$ cat config.mk
export PLATFORM = sky130hd
export DESIGN_NAME = spline_heightmap_sampler_unit
export DESIGN_NICKNAME = d
export VERILOG_FILES = /design/src/shs_pkg.sv /design/src/spline_heightmap_sampler_unit.sv /design/src/shs_front.sv /design/src/shs_queue.sv /design/src/shs_back.sv
export SDC_FILE = /design/constraint.sdc
export NUM_CORES = 2
export LEC_CHECK = 0
export BUFFER_PORTS_ARGS = -buffer_cell sky130_fd_sc_hd__buf_4
export CAP_MARGIN = 20
export CORE_MARGIN = 3
export CORE_UTILIZATION = 40
export CTS_CLUSTER_SIZE = 10
export DETAILED_ROUTE_END_ITERATION = 10
export GPL_TIMING_DRIVEN = 1
export PLACE_DENSITY = 0.61
export SLEW_MARGIN = 20
export SYNTH_ARGS = -nofsm -noshare
export SYNTH_HDL_FRONTEND = slang
export SYNTH_SLANG_ARGS = --single-unit
$ cat constraint.sdc
create_clock -name clk -period 9.7 [get_ports clk]
set_input_delay 0.485 -clock clk [delete_from_list [all_inputs] [get_ports clk]]
set_output_delay 0.485 -clock clk [all_outputs]
set_load 0.01 [all_outputs]
$ cat src/shs_pkg.sv
// Shared constants, item codes and types for the spline heightmap sampler.
// Used by shs_front, shs_queue, shs_back and the top level; depends on nothing.
package shs_pkg;

  localparam int NUM_POINTS  = 8;
  localparam int HEIGHT_BITS = 12;
  localparam int COLUMN_BITS = 12;
  localparam int WIDTH_BITS  = 13;
  localparam int INDEX_BITS  = 3;
  localparam int OUT_BITS    = 18;

  localparam int PTR_BITS  = $clog2(NUM_POINTS);
  localparam int SEG_BITS  = $clog2(NUM_POINTS - 1);
  localparam int POS_BITS  = PTR_BITS + 2;
  localparam int FRAC_BITS = 16;
  localparam int QUO_BITS  = SEG_BITS + FRAC_BITS;
  localparam int CNT_BITS  = $clog2(QUO_BITS);
  localparam int REM_BITS  = WIDTH_BITS + 1;
  localparam int PRODX_BITS = COLUMN_BITS + SEG_BITS;

  localparam int MUL_A_BITS = FRAC_BITS + 4;
  localparam int MUL_B_BITS = (HEIGHT_BITS + 1 > FRAC_BITS + 1) ? HEIGHT_BITS + 1
                                                                : FRAC_BITS + 1;
  localparam int ACC_BITS   = MUL_A_BITS + MUL_B_BITS;
  localparam int ROUND_SHIFT = FRAC_BITS - 3;

  localparam int QUEUE_DEPTH = 2;
  localparam int QPTR_BITS   = $clog2(QUEUE_DEPTH);

  localparam logic [WIDTH_BITS-1:0] WIDTH_RESET = WIDTH_BITS'(1024);

  localparam logic OP_WRITE = 1'b0;
  localparam logic OP_EVAL  = 1'b1;

  localparam logic [1:0] KIND_WRITE = 2'd0;
  localparam logic [1:0] KIND_EVAL  = 2'd1;
  localparam logic [1:0] KIND_RANGE = 2'd2;

  typedef struct packed {
    logic [1:0]             kind;
    logic [INDEX_BITS-1:0]  index;
    logic [HEIGHT_BITS-1:0] height;
    logic [COLUMN_BITS-1:0] column;
  } item_t;

  typedef struct packed {
    logic full;
    logic empty;
  } qstat_t;

endpackage

$ cat src/spline_heightmap_sampler_unit.sv
// Top level of the spline heightmap sampler: front end, item queue, back end.
// Depends on shs_pkg, shs_front, shs_queue and shs_back.
//
//   channel   handshake            payload
//   command   start / busy         operation, point_index, point_height, column
//   result    done (strobe)        height_q4, out_of_range
//   config    cfg_valid/cfg_ready  cfg_data (screen width)
//
// An evaluate item holds the back end while it runs the restoring divider, one
// quotient bit a cycle, then 9 steps for the powers of t, the weights, four
// products through the single shared multiplier, the sum and the rounding; done
// strobes in the cycle after. A write updates the control points when it is taken;
// an out-of-range column is taken with done strobing in the next cycle.
// Items pass through a two-beat queue, so busy rises only when it is full.
// Reset clears the control points to zero and sets the width to 1024.
// Results are strobed for one cycle and cannot be held off.
module spline_heightmap_sampler_unit (
  input  logic                                  clk,
  input  logic                                  rst,
  input  logic                                  start,
  output logic                                  busy,
  input  logic                                  operation,
  input  logic [shs_pkg::INDEX_BITS-1:0]        point_index,
  input  logic [shs_pkg::HEIGHT_BITS-1:0]       point_height,
  input  logic [shs_pkg::COLUMN_BITS-1:0]       column,
  output logic                                  done,
  output logic signed [shs_pkg::OUT_BITS-1:0]   height_q4,
  output logic                                  out_of_range,
  input  logic                                  cfg_valid,
  output logic                                  cfg_ready,
  input  logic [shs_pkg::WIDTH_BITS-1:0]        cfg_data
);

  shs_pkg::qstat_t                   qstat;
  shs_pkg::item_t                    push_item;
  shs_pkg::item_t                    head;
  logic                              push;
  logic                              pop;
  logic [shs_pkg::WIDTH_BITS-1:0]    screen_width;

  shs_front u_front (
    .clk          (clk),
    .rst          (rst),
    .start        (start),
    .busy         (busy),
    .operation    (operation),
    .point_index  (point_index),
    .point_height (point_height),
    .column       (column),
    .cfg_valid    (cfg_valid),
    .cfg_ready    (cfg_ready),
    .cfg_data     (cfg_data),
    .qstat        (qstat),
    .push         (push),
    .push_item    (push_item),
    .screen_width (screen_width)
  );

  shs_queue u_queue (
    .clk       (clk),
    .rst       (rst),
    .push      (push),
    .push_item (push_item),
    .pop       (pop),
    .pop_item  (head),
    .qstat     (qstat)
  );

  shs_back u_back (
    .clk          (clk),
    .rst          (rst),
    .head         (head),
    .qstat        (qstat),
    .screen_width (screen_width),
    .pop          (pop),
    .done         (done),
    .height_q4    (height_q4),
    .out_of_range (out_of_range)
  );

endmodule

$ cat src/shs_front.sv
// Front end: command handshake, width register and item classification.
// Depends on shs_pkg; feeds shs_queue.
module shs_front (
  input  logic                                clk,
  input  logic                                rst,
  input  logic                                start,
  output logic                                busy,
  input  logic                                operation,
  input  logic [shs_pkg::INDEX_BITS-1:0]      point_index,
  input  logic [shs_pkg::HEIGHT_BITS-1:0]     point_height,
  input  logic [shs_pkg::COLUMN_BITS-1:0]     column,
  input  logic                                cfg_valid,
  output logic                                cfg_ready,
  input  logic [shs_pkg::WIDTH_BITS-1:0]      cfg_data,
  input  shs_pkg::qstat_t                     qstat,
  output logic                                push,
  output shs_pkg::item_t                      push_item,
  output logic [shs_pkg::WIDTH_BITS-1:0]      screen_width
);

  logic in_range;

  assign cfg_ready = 1'b1;
  assign busy      = qstat.full;
  assign push      = start && !busy;

  always_ff @(posedge clk) begin
    if (rst) begin
      screen_width <= shs_pkg::WIDTH_RESET;
    end else if (cfg_valid && cfg_ready) begin
      screen_width <= cfg_data;
    end
  end

  assign in_range = (shs_pkg::WIDTH_BITS + 1)'(column) <
                    (shs_pkg::WIDTH_BITS + 1)'(screen_width);

  always_comb begin
    push_item.index  = point_index;
    push_item.height = point_height;
    push_item.column = column;
    if (operation == shs_pkg::OP_WRITE) begin
      push_item.kind = shs_pkg::KIND_WRITE;
    end else if (in_range) begin
      push_item.kind = shs_pkg::KIND_EVAL;
    end else begin
      push_item.kind = shs_pkg::KIND_RANGE;
    end
  end

endmodule

$ cat src/shs_queue.sv
// Short item queue between the front end and the back end.
// Depends on shs_pkg.
module shs_queue (
  input  logic            clk,
  input  logic            rst,
  input  logic            push,
  input  shs_pkg::item_t  push_item,
  input  logic            pop,
  output shs_pkg::item_t  pop_item,
  output shs_pkg::qstat_t qstat
);

  shs_pkg::item_t                  q_mem [shs_pkg::QUEUE_DEPTH];
  logic [shs_pkg::QPTR_BITS-1:0]   wr_ptr;
  logic [shs_pkg::QPTR_BITS-1:0]   rd_ptr;
  logic [shs_pkg::QPTR_BITS:0]     count;
  logic                            do_push;
  logic                            do_pop;

  assign qstat.full  = count == (shs_pkg::QPTR_BITS + 1)'(shs_pkg::QUEUE_DEPTH);
  assign qstat.empty = count == '0;
  assign do_push     = push && !qstat.full;
  assign do_pop      = pop && !qstat.empty;
  assign pop_item    = q_mem[rd_ptr];

  always_ff @(posedge clk) begin
    if (do_push) begin
      q_mem[wr_ptr] <= push_item;
    end
  end

  always_ff @(posedge clk) begin
    if (rst) begin
      wr_ptr <= '0;
      rd_ptr <= '0;
      count  <= '0;
    end else begin
      if (do_push) begin
        wr_ptr <= (wr_ptr == shs_pkg::QPTR_BITS'(shs_pkg::QUEUE_DEPTH - 1)) ? '0
                                                                          : wr_ptr + 1'b1;
      end
      if (do_pop) begin
        rd_ptr <= (rd_ptr == shs_pkg::QPTR_BITS'(shs_pkg::QUEUE_DEPTH - 1)) ? '0
                                                                          : rd_ptr + 1'b1;
      end
      if (do_push && !do_pop) begin
        count <= count + 1'b1;
      end else if (do_pop && !do_push) begin
        count <= count - 1'b1;
      end
    end
  end

endmodule

$ cat src/shs_back.sv
// Back end: control-point store, restoring divider and shared-multiplier blend.
// Depends on shs_pkg; drains shs_queue.
module shs_back (
  input  logic                                  clk,
  input  logic                                  rst,
  input  shs_pkg::item_t                        head,
  input  shs_pkg::qstat_t                       qstat,
  input  logic [shs_pkg::WIDTH_BITS-1:0]        screen_width,
  output logic                                  pop,
  output logic                                  done,
  output logic signed [shs_pkg::OUT_BITS-1:0]   height_q4,
  output logic                                  out_of_range
);

  localparam logic [1:0] ST_IDLE = 2'd0;
  localparam logic [1:0] ST_DIV  = 2'd1;
  localparam logic [1:0] ST_MUL  = 2'd2;

  localparam logic [3:0] S_SQ   = 4'd0;
  localparam logic [3:0] S_CUBE = 4'd1;
  localparam logic [3:0] S_WGT  = 4'd2;
  localparam logic [3:0] S_P0   = 4'd3;
  localparam logic [3:0] S_P1   = 4'd4;
  localparam logic [3:0] S_P2   = 4'd5;
  localparam logic [3:0] S_P3   = 4'd6;
  localparam logic [3:0] S_ACC  = 4'd7;
  localparam logic [3:0] S_OUT  = 4'd8;

  localparam int FB = shs_pkg::FRAC_BITS;
  localparam int AB = shs_pkg::MUL_A_BITS;
  localparam int BB = shs_pkg::MUL_B_BITS;
  localparam int CB = shs_pkg::ACC_BITS;
  localparam int PB = shs_pkg::POS_BITS;

  localparam logic signed [AB-1:0] W_TWO    = AB'(2 << FB);
  localparam logic signed [PB-1:0] LAST_POS = PB'(shs_pkg::NUM_POINTS - 1);
  localparam logic signed [CB-1:0] HALF_LSB = CB'(1 << (shs_pkg::ROUND_SHIFT - 1));
  localparam logic signed [CB-1:0] SAT_HI   = CB'((1 << (shs_pkg::OUT_BITS - 1)) - 1);
  localparam logic signed [CB-1:0] SAT_LO   = ~SAT_HI;

  logic [shs_pkg::HEIGHT_BITS-1:0] heights [shs_pkg::NUM_POINTS];

  logic [1:0]                        state;
  logic [3:0]                        step;
  logic [shs_pkg::CNT_BITS-1:0]      cnt;
  logic [shs_pkg::REM_BITS-1:0]      rem;
  logic [shs_pkg::QUO_BITS-1:0]      dq;
  logic [FB-1:0]                     t2;
  logic signed [AB-1:0]              w0, w1, w2, w3;
  logic signed [CB-1:0]              m;
  logic signed [CB-1:0]              acc;

  logic [shs_pkg::PRODX_BITS-1:0]    prodx;
  logic [shs_pkg::REM_BITS-1:0]      rem_shift;
  logic                              ge;
  logic [shs_pkg::SEG_BITS-1:0]      seg;
  logic [FB-1:0]                     frac_t;
  logic [FB-1:0]                     t3;
  logic signed [AB-1:0]              et, et2, et3;
  logic signed [AB-1:0]              mul_a;
  logic signed [BB-1:0]              mul_b;
  logic signed [CB-1:0]              m_next;
  logic signed [PB-1:0]              pos;
  logic [shs_pkg::PTR_BITS-1:0]      pidx;
  logic signed [BB-1:0]              point;
  logic signed [CB-1:0]              rnd;
  logic signed [CB-1:0]              q;

  assign pop = (state == ST_IDLE) && !qstat.empty;

  assign prodx = shs_pkg::PRODX_BITS'(shs_pkg::NUM_POINTS - 1) *
                 shs_pkg::PRODX_BITS'(head.column);

  assign rem_shift = {rem[shs_pkg::REM_BITS-2:0], dq[shs_pkg::QUO_BITS-1]};
  assign ge        = rem_shift >= {1'b0, screen_width};

  assign seg    = dq[shs_pkg::QUO_BITS-1:FB];
  assign frac_t = dq[FB-1:0];
  assign t3     = m[2*FB-1:FB];

  assign et  = $signed({{(AB - FB){1'b0}}, frac_t});
  assign et2 = $signed({{(AB - FB){1'b0}}, t2});
  assign et3 = $signed({{(AB - FB){1'b0}}, t3});

  always_comb begin
    pos = PB'(seg) + PB'(step) - PB'(S_P1);
    if (pos < 0) begin
      pidx = '0;
    end else if (pos > LAST_POS) begin
      pidx = shs_pkg::PTR_BITS'(shs_pkg::NUM_POINTS - 1);
    end else begin
      pidx = shs_pkg::PTR_BITS'(pos);
    end
    point = $signed({{(BB - shs_pkg::HEIGHT_BITS){1'b0}}, heights[pidx]});
  end

  always_comb begin
    mul_a = et;
    mul_b = BB'(et);
    unique case (step)
      S_SQ: begin
        mul_a = et;
        mul_b = BB'(et);
      end
      S_CUBE: begin
        mul_a = $signed({{(AB - FB){1'b0}}, m[2*FB-1:FB]});
        mul_b = BB'(et);
      end
      S_P0: begin
        mul_a = w0;
        mul_b = point;
      end
      S_P1: begin
        mul_a = w1;
        mul_b = point;
      end
      S_P2: begin
        mul_a = w2;
        mul_b = point;
      end
      S_P3: begin
        mul_a = w3;
        mul_b = point;
      end
      default: begin
        mul_a = et;
        mul_b = BB'(et);
      end
    endcase
    m_next = mul_a * mul_b;
  end

  assign rnd = acc + HALF_LSB;
  assign q   = rnd >>> shs_pkg::ROUND_SHIFT;

  always_ff @(posedge clk) begin
    if (rst) begin
      for (int i = 0; i < shs_pkg::NUM_POINTS; i++) begin
        heights[i] <= '0;
      end
    end else if (pop && head.kind == shs_pkg::KIND_WRITE &&
                 32'(head.index) < shs_pkg::NUM_POINTS) begin
      heights[shs_pkg::PTR_BITS'(head.index)] <= head.height;
    end
  end

  always_ff @(posedge clk) begin
    if (rst) begin
      state <= ST_IDLE;
      step  <= S_SQ;
      cnt   <= '0;
      done  <= 1'b0;
    end else begin
      done <= 1'b0;
      unique case (state)
        ST_IDLE: begin
          if (pop) begin
            unique case (head.kind)
              shs_pkg::KIND_EVAL: begin
                rem   <= shs_pkg::REM_BITS'(prodx >> shs_pkg::SEG_BITS);
                dq    <= {prodx[shs_pkg::SEG_BITS-1:0], {FB{1'b0}}};
                cnt   <= '0;
                state <= ST_DIV;
              end
              shs_pkg::KIND_RANGE: begin
                done         <= 1'b1;
                out_of_range <= 1'b1;
                height_q4    <= '0;
              end
              default: ;
            endcase
          end
        end
        ST_DIV: begin
          rem <= ge ? rem_shift - {1'b0, screen_width} : rem_shift;
          dq  <= {dq[shs_pkg::QUO_BITS-2:0], ge};
          cnt <= cnt + 1'b1;
          if (cnt == shs_pkg::CNT_BITS'(shs_pkg::QUO_BITS - 1)) begin
            step  <= S_SQ;
            state <= ST_MUL;
          end
        end
        ST_MUL: begin
          step <= step + 1'b1;
          unique case (step)
            S_SQ: begin
              m <= m_next;
            end
            S_CUBE: begin
              t2 <= m[2*FB-1:FB];
              m  <= m_next;
            end
            S_WGT: begin
              w0 <= -et3 + (et2 <<< 1) - et;
              w1 <= et3 + (et3 <<< 1) - et2 - (et2 <<< 2) + W_TWO;
              w2 <= -et3 - (et3 <<< 1) + (et2 <<< 2) + et;
              w3 <= et3 - et2;
            end
            S_P0: begin
              m <= m_next;
            end
            S_P1: begin
              acc <= m;
              m   <= m_next;
            end
            S_P2, S_P3: begin
              acc <= acc + m;
              m   <= m_next;
            end
            S_ACC: begin
              acc <= acc + m;
            end
            S_OUT: begin
              done         <= 1'b1;
              out_of_range <= 1'b0;
              if (q > SAT_HI) begin
                height_q4 <= shs_pkg::OUT_BITS'(SAT_HI);
              end else if (q < SAT_LO) begin
                height_q4 <= shs_pkg::OUT_BITS'(SAT_LO);
              end else begin
                height_q4 <= shs_pkg::OUT_BITS'(q);
              end
              state <= ST_IDLE;
            end
            default: begin
              state <= ST_IDLE;
            end
          endcase
        end
        default: begin
          state <= ST_IDLE;
        end
      endcase
    end
  end

endmodule

# [After elaboration in Yosys (flattened, before gate mapping)]
# Memory sizes are Yosys's and may differ from the RTL's. A register that Yosys moved wholly into a read port is not among the register bits.
# Cells that the tools add are included.
[totals] n_memories=2 input_bits=45 out_inout_bits=22 elab_cells=160 ramBits=154 register_bits=250
[op_classes] mux=54 n_eq_ne=20 multipliers=2 reduce_logical=34 n_bitwise=1 addsub=22 order_cmp=6
[memory_table] memory="u_back.heights" words=8 width=12 read_ports=1 rd_ports_with_merged_regs=0 wr=8 line_no="shs_back.sv:41" text="logic [shs_pkg::HEIGHT_BITS-1:0] heights [shs_pkg::NUM_POINTS];"
[memory_table] memory="u_queue.q_mem" words=2 width=29 read_ports=1 rd_ports_with_merged_regs=1 wr=1 line_no="shs_queue.sv:13" text="shs_pkg::item_t q_mem [shs_pkg::QUEUE_DEPTH];"
[ops] cell="20-bit one-hot mux with 5 select lines" count=1
[ops] cell="18-bit two-way mux" count=5
[ops] cell="37-bit one-hot mux with 2 select lines" count=1
[ops] cell="20-bit by 17-bit subtractor with 20-bit output" count=2
[ops] cell="13-bit two-way mux" count=3
[ops] cell="19-bit two-way mux" count=2
[ops] cell="19-bit one-hot mux with 2 select lines" count=1
[ops] cell="37-bit by 14-bit adder with 37-bit output, second input constant" count=1
[ops] cell="37-bit adder" count=1
[ops] cell="20-bit by 17-bit multiplier with 37-bit output" count=1
[ops] cell="18-bit one-hot mux with 2 select lines" count=1
[ops] cell="13-bit one-hot mux with 2 select lines" count=1
[ops] cell="24-bit by 18-bit greater-than comparator with 1-bit output, second input constant" count=1
[ops] cell="24-bit by 18-bit < comparator with 1-bit output, second input constant" count=1
[ops] cell="20-bit by 17-bit adder with 20-bit output" count=1
[ops] cell="20-bit by 18-bit adder with 20-bit output" count=1
[ops] cell="20-bit by 19-bit adder with 20-bit output" count=1
[ops] cell="20-bit by 19-bit adder with 20-bit output, second input constant" count=1
[ops] cell="16-bit negator with 20-bit output" count=1
[ops] cell="20-bit by 18-bit subtractor with 20-bit output" count=1
[ops] cell="20-bit by 19-bit subtractor with 20-bit output" count=1
[ops] cell="16-bit by 17-bit adder with 18-bit output" count=1
[ops] cell="1-bit two-way mux" count=18
[ops] cell="16-bit by 16-bit subtractor with 17-bit output" count=1
[ops] cell="other kinds (47)" count=90

# [Longest topological paths before layout]
[logic_depth] ltp_word=9 depth_mapped=39 ltp_nobuf=36

# [Hierarchy]
# From an unflattened synthesis, not the netlist that was laid out.
[unflattened] hier_cells=3834 area_unflattened_um2=37935.1
[by_module_without_submodules] mod="shs_back" cells_per_inst=3605 area_per_inst_um2=34640.7 seq_area_each_um2=9609.2 instances=1
[by_module_without_submodules] mod="shs_queue" cells_per_inst=115 area_per_inst_um2=2306.0 seq_area_each_um2=1841.8 instances=1
[by_module_without_submodules] mod="shs_front" cells_per_inst=114 area_per_inst_um2=988.4 seq_area_each_um2=260.2 instances=1

# [Worst setup path before layout]
# Ideal clock, no wire load.
[synth_path] path_kind="register to register" start="reg u_back.dq[17] (netlist name)" end="reg u_back.m[36], data pin" setup_slack_ns=0.978 t_required_ns=9.440 t_arrival_ns=8.462 stages_incl_launch_ff=36 path_buffers=3 setup_time_ns=0.260 period_less_slack_ns=8.722 cell_sequence="edfxtp_1 ha_1 ha_1 inv_1 fa_1 xor2_1 nand2b_1 nand2_1 buf_2 buf_2 a221oi_1 nor3_1 a31oi_1 nand2_1 nand2_1 buf_2 nor2_1 fa_1 inv_1 fa_1 inv_1 fa_1 fa_1 fa_1 inv_1 fa_1 inv_1 ha_1 a21o_1 a21oi_1 o21ai_0 a211oi_1 o31ai_1 o21a_1 nor2_1 xnor2_1"
[synth_between] elab_chain_cells=8 word_cells_on_any_way=9 cone_classes="add/sub (2); mul (1); order compare (2); mux (3); memory (1)"
[synth_rtl] item="from (decl)" line_no="shs_back.sv:47" text="logic [shs_pkg::QUO_BITS-1:0] dq;"
[synth_rtl] item="from (signal assigned)" line_no="shs_back.sv:161" text="dq <= {prodx[shs_pkg::SEG_BITS-1:0], {FB{1'b0}}};"
[synth_rtl] item="from (signal assigned)" line_no="shs_back.sv:176" text="dq <= {dq[shs_pkg::QUO_BITS-2:0], ge};"
[synth_rtl] item="3-bit by 4-bit adder with 5-bit output (*)" line_no="shs_back.sv:86" text="pos = PB'(seg) + PB'(step) - PB'(S_P1);"
[synth_rtl] item="5-bit by 3-bit subtractor with 5-bit output (*)" line_no="shs_back.sv:86"
[synth_rtl] item="5-bit by 4-bit greater-than comparator with 1-bit output" line_no="shs_back.sv:89" text="end else if (pos > LAST_POS) begin"
[synth_rtl] item="3-bit two-way mux" line_no="shs_back.sv:89"
[synth_rtl] item="3-bit two-way mux (*)" line_no="shs_back.sv:87" text="if (pos < 0) begin"
[synth_rtl] item="memory read 8 x 12 bit (*)"
[synth_rtl] item="16-bit two-way mux (*)" line_no="shs_back.sv:100" text="unique case (step)"
[synth_rtl] item="20-bit by 17-bit multiplier with 37-bit output (*)" line_no="shs_back.sv:130" text="m_next = mul_a * mul_b;"
[synth_rtl] item="named net u_back.m_next[36]" line_no="shs_back.sv:62" text="logic signed [CB-1:0] m_next;"
[synth_rtl] item="to (signal assigned)" line_no="shs_back.sv:187" text="m <= m_next;"
[synth_rtl] item="to (signal assigned)" line_no="shs_back.sv:191" text="m <= m_next;"
[synth_rtl] item="to (signal assigned)" line_no="shs_back.sv:200" text="m <= m_next;"
[synth_rtl] item="to (decl)" line_no="shs_back.sv:50" text="logic signed [CB-1:0] m;"
# Mark *: on every way through the listed nets, which the timed path passes. The rest lies on a longest branch.
# A chain may end at the register's enable or synchronous reset.

# [Worst setup path in the final report]
[layout_path] start="reg u_back.dq[17] (netlist name)" end="reg u_back.m[35], data pin"
# The elaborated chain is that of the path after synthesis.

==> impl_results.md <==
- Drt drc: 0
- CTS tree: built
- CORE AREA: 0.09222 mm^2
- Total track usage: 20.06%
- Min Clock Period, post-route: 9.160 ns
- Synth Instances: 3,758
- Fillers: 8,746
- Worst EP arrival: 9.47 ns
- Synth top area cells: edfxtp_1, fa_1, ha_1
- First-pass detailed-route iteration total: 5
- Synth Area in Simple Gates: 13.16%
- WL final: 97.06 mm
- Clock buffer count from CTS: 50
- Flip-flop and latch area: 0.01171 mm^2
- Final net count: 4,634
- CP max stage delay: 0.55 ns
- Status: finished, final reports clean
- Initial antenna violation count: 2
- Crit path required time: 10.01 ns
- Highest metal used: met4
- Post-DRT Antenna Nets: 0
- Reg clk slew, reported paths: 0.06 ns
- Slew margin rel.: 24.67%
- Post-synth ARST share: 0%
- Worst clock skew: 0.08320 ns
- CP Capture Type: flip-flop
- Setup crit start kind: flip-flop
- Main synth FF type: edfxtp_1
- Antenna diodes: 0
- H-tree Lvls: 2
- Initial Util: 40.62%
- PortBufs: 65
- Multi-input combinational cell area: 0.02326 mm^2
- M1 WL: 42.10 mm
- Adder-cell share of the synthesized area: 31.55%
- Post-DP HPWL: 77.19 mm
- P&R area growth vs syn: 11.06%
- Ys Warns: 0
- PwrDens: 393.7 mW/mm^2
- DRT iter0 DRCs: 1,837
- Area share of xor/xnor cells in the synthesized design: 4.442%
- Worst skew pair latency: 0.64 ns
- Register bit total from synthesis: 400
- Grt ovf: 0
- Gpl congestion: 0.9434
- Number of global-route vias before repair: 27,830
- Slew @ Worst Pin: 1.098 ns
- Met3 WL: 5.782 mm
- CP max stage cell: fa_1
- First-pass GRT wire length: 155.0 mm
- Max-cap viol count: 0
- Layout cell share with drive strength beyond 1: 7.781%
- WL/cell: 18.80 um
- Final Hold Slack: 0.04122 ns
- Synth Area in Compound Gates: 11.05%
- Worst Hold Class: in -> reg
- DIE WIDTH: 312.0 um
- Cell with the most instances after synthesis: inv_1
- Pleak: 18.32 nW
- Die Y-Extent: 312.0 um
- Setup violators final: 0
- Critical Path Fanout Max: 35
- CP most frequent cell: fa_1
- TNS Setup: 0 ns
- Slew Limit Fails: 0
- Cell taking the most area after synthesis: edfxtp_1
- Final hold violation count: 0
- Design Power: 0.01638 W
- Drt via density: 5.219
- F_max: 0.1092 GHz
- Die area: 0.09737 mm^2
- Leading cell types by count after synthesis: inv_1, fa_1, nor2_1
- Clock root buffer: clkbuf_16
- Worst vdd ir: 0.8385 mV
- Fin crit share: 94.44%
- Largest family of logic cells by synthesized area: adder cells
- Met2 wire len: 45.76 mm
- Max Root-Sink Buffers: 3
- Number of enable flip-flop cells after synthesis: 370
- Syn_area_per_cell: 9.969 um^2
- Synthesized cell area: 0.03746 mm^2
- Crit Path Category: reg -> reg
- Post-synthesis sequential area ratio: 31.26%
- Synth cell types: 83
- CTS sink cnt: 400
- Total number of vias: 26,940
- I/O pin count: 67
- Core Rows: 111
- Mux cell area share after synthesis: 1.296%
- Largest net degree at the start of global routing: 76
- Post-synth top area share: 29.66%
## state kept, by name (all words and copies together), names as in the netlist, 2 cells and up, named ones only
register              count
u_back.w0                19
u_back.cnt                5
u_back.w1                19
u_back.dq                19
u_back.state              2
u_back.w2                20
u_front.screen_width     13
u_back.m                 37
u_back.step               4
u_queue.q_mem            58
u_back.acc               37
u_back.rem               13
u_queue.count             2
u_back.heights           96
u_back.height_q4         18
u_back.t2                16
u_back.w3                17
## final timing paths
| kind | startpoint | endpoint | slack [ns] | depth (start not counted) |
|---|---|---|---|---|
| worst max-delay path | u_back.dq[17]$_DFFE_PP_ | u_back.m[35]$_DFFE_PP_ | 0.54 | 35 |
| worst min-delay path | point_height[2] | u_queue.q_mem[0][14]$_DFFE_PP_ | 0.04 | 1 |
| worst max register to register | u_back.dq[17]$_DFFE_PP_ | u_back.m[35]$_DFFE_PP_ | 0.54 | 35 |
| worst min register to register | u_front.screen_width[11]$_SDFFE_PP0P_ | u_front.screen_width[11]$_SDFFE_PP0P_ | 0.49 | 2 |
## cell usage in the layout (no fill, tap or decap), types with 16 or more instances in the layout
cell / Yosys / final
nand2_1: 345 / 340
nor3_1: 55 / 48
xnor2_1: 122 / 122
and3_1: 38 / 37
nand2b_1: 33 / 33
a31oi_1: 30 / 30
ha_1: 303 / 303
o21a_1: 30 / 30
nor2_1: 385 / 383
a221oi_1: 26 / 25
o21ai_0: 110 / 109
nor2b_1: 48 / 47
clkbuf_1: 63 / 20
fa_1: 401 / 401
mux2i_1: 35 / 32
a22oi_1: 31 / 31
a21o_1: 55 / 55
conb_1: 2 / 21
edfxtp_1: 370 / 370
and2_1: 22 / 21
a21oi_1: 147 / 147
nand3_1: 73 / 73
or3_1: 22 / 22
buf_4: 5 / 158
xor2_1: 68 / 67
inv_1: 589 / 588
o21ai_1: 16 / 16
clkbuf_16: 0 / 50
nand4_1: 25 / 25
dfxtp_1: 30 / 30
## metal layers
layer / global-route usage [%] / up-vias
met5: 0 / -
met4: 6.431 / 0
met3: 3.607 / 164
met2: 34.10 / 676
met1: 25.98 / 13260
li1: - / 12850
## kinds of logic after synthesis
family | count (synthesis)
fa+ha+maj | 704
mux | 47
buf+inv | 702
compound gates | 619
flops | 400
simple gates | 1094
xor+xnor | 190
other cells | 2
## timing repair
action,in CTS,in global routing
setup endpoints to repair,0,12
hold buffers,9,0
endpoints found under the hold margin,18,0
buffers inserted,0,7
resized for setup,0,16
## through the flow
stage	setup WS [ns]	utilization (%)	area, um^2	cells
after detailed placement	0.2544	43.21	39840	5060
after global routing	-0.001501	45.12	41610	5163
final	0.5397	45.12	41610	5163
after floorplan	0.9781	-	37530	3777
after global placement	0.3967	43.20	39840	5060
after CTS	0.1256	44.99	41480	5156
## worst max-delay path: cells and delay by family (launching register included)
kind | cells | cell delay [ns]
adder cells (fa/ha/maj) | 10 | 4.42
AO/OA/AOI/OAI | 8 | 1.64
AND/OR/NAND/NOR | 7 | 0.83
buffers and inverters | 7 | 0.81
flip-flops | 1 | 0.39
XOR/XNOR | 2 | 0.37
multiplexers | 1 | 0.35
## layout make-up
type / instances / share of cell area (%)
clock buffer: 71 / 3.221
clock inverter: 16 / 0.5082
inverter: 589 / 5.323
multi-input combinational: 2675 / 55.90
sequential: 400 / 28.15
tap: 1243 / 3.738
timing repair buffer: 169 / 3.164
## power breakdown
group          internal [W]  switching [W]  total, W  leakage (nW)
Sequential          0.00261      0.0000619   0.00267          3.73
Clock               0.00104       0.000756   0.00180         0.745
Combinational       0.00495        0.00696    0.0119          13.8
Note: power is estimated with default switching activity, not from simulation.
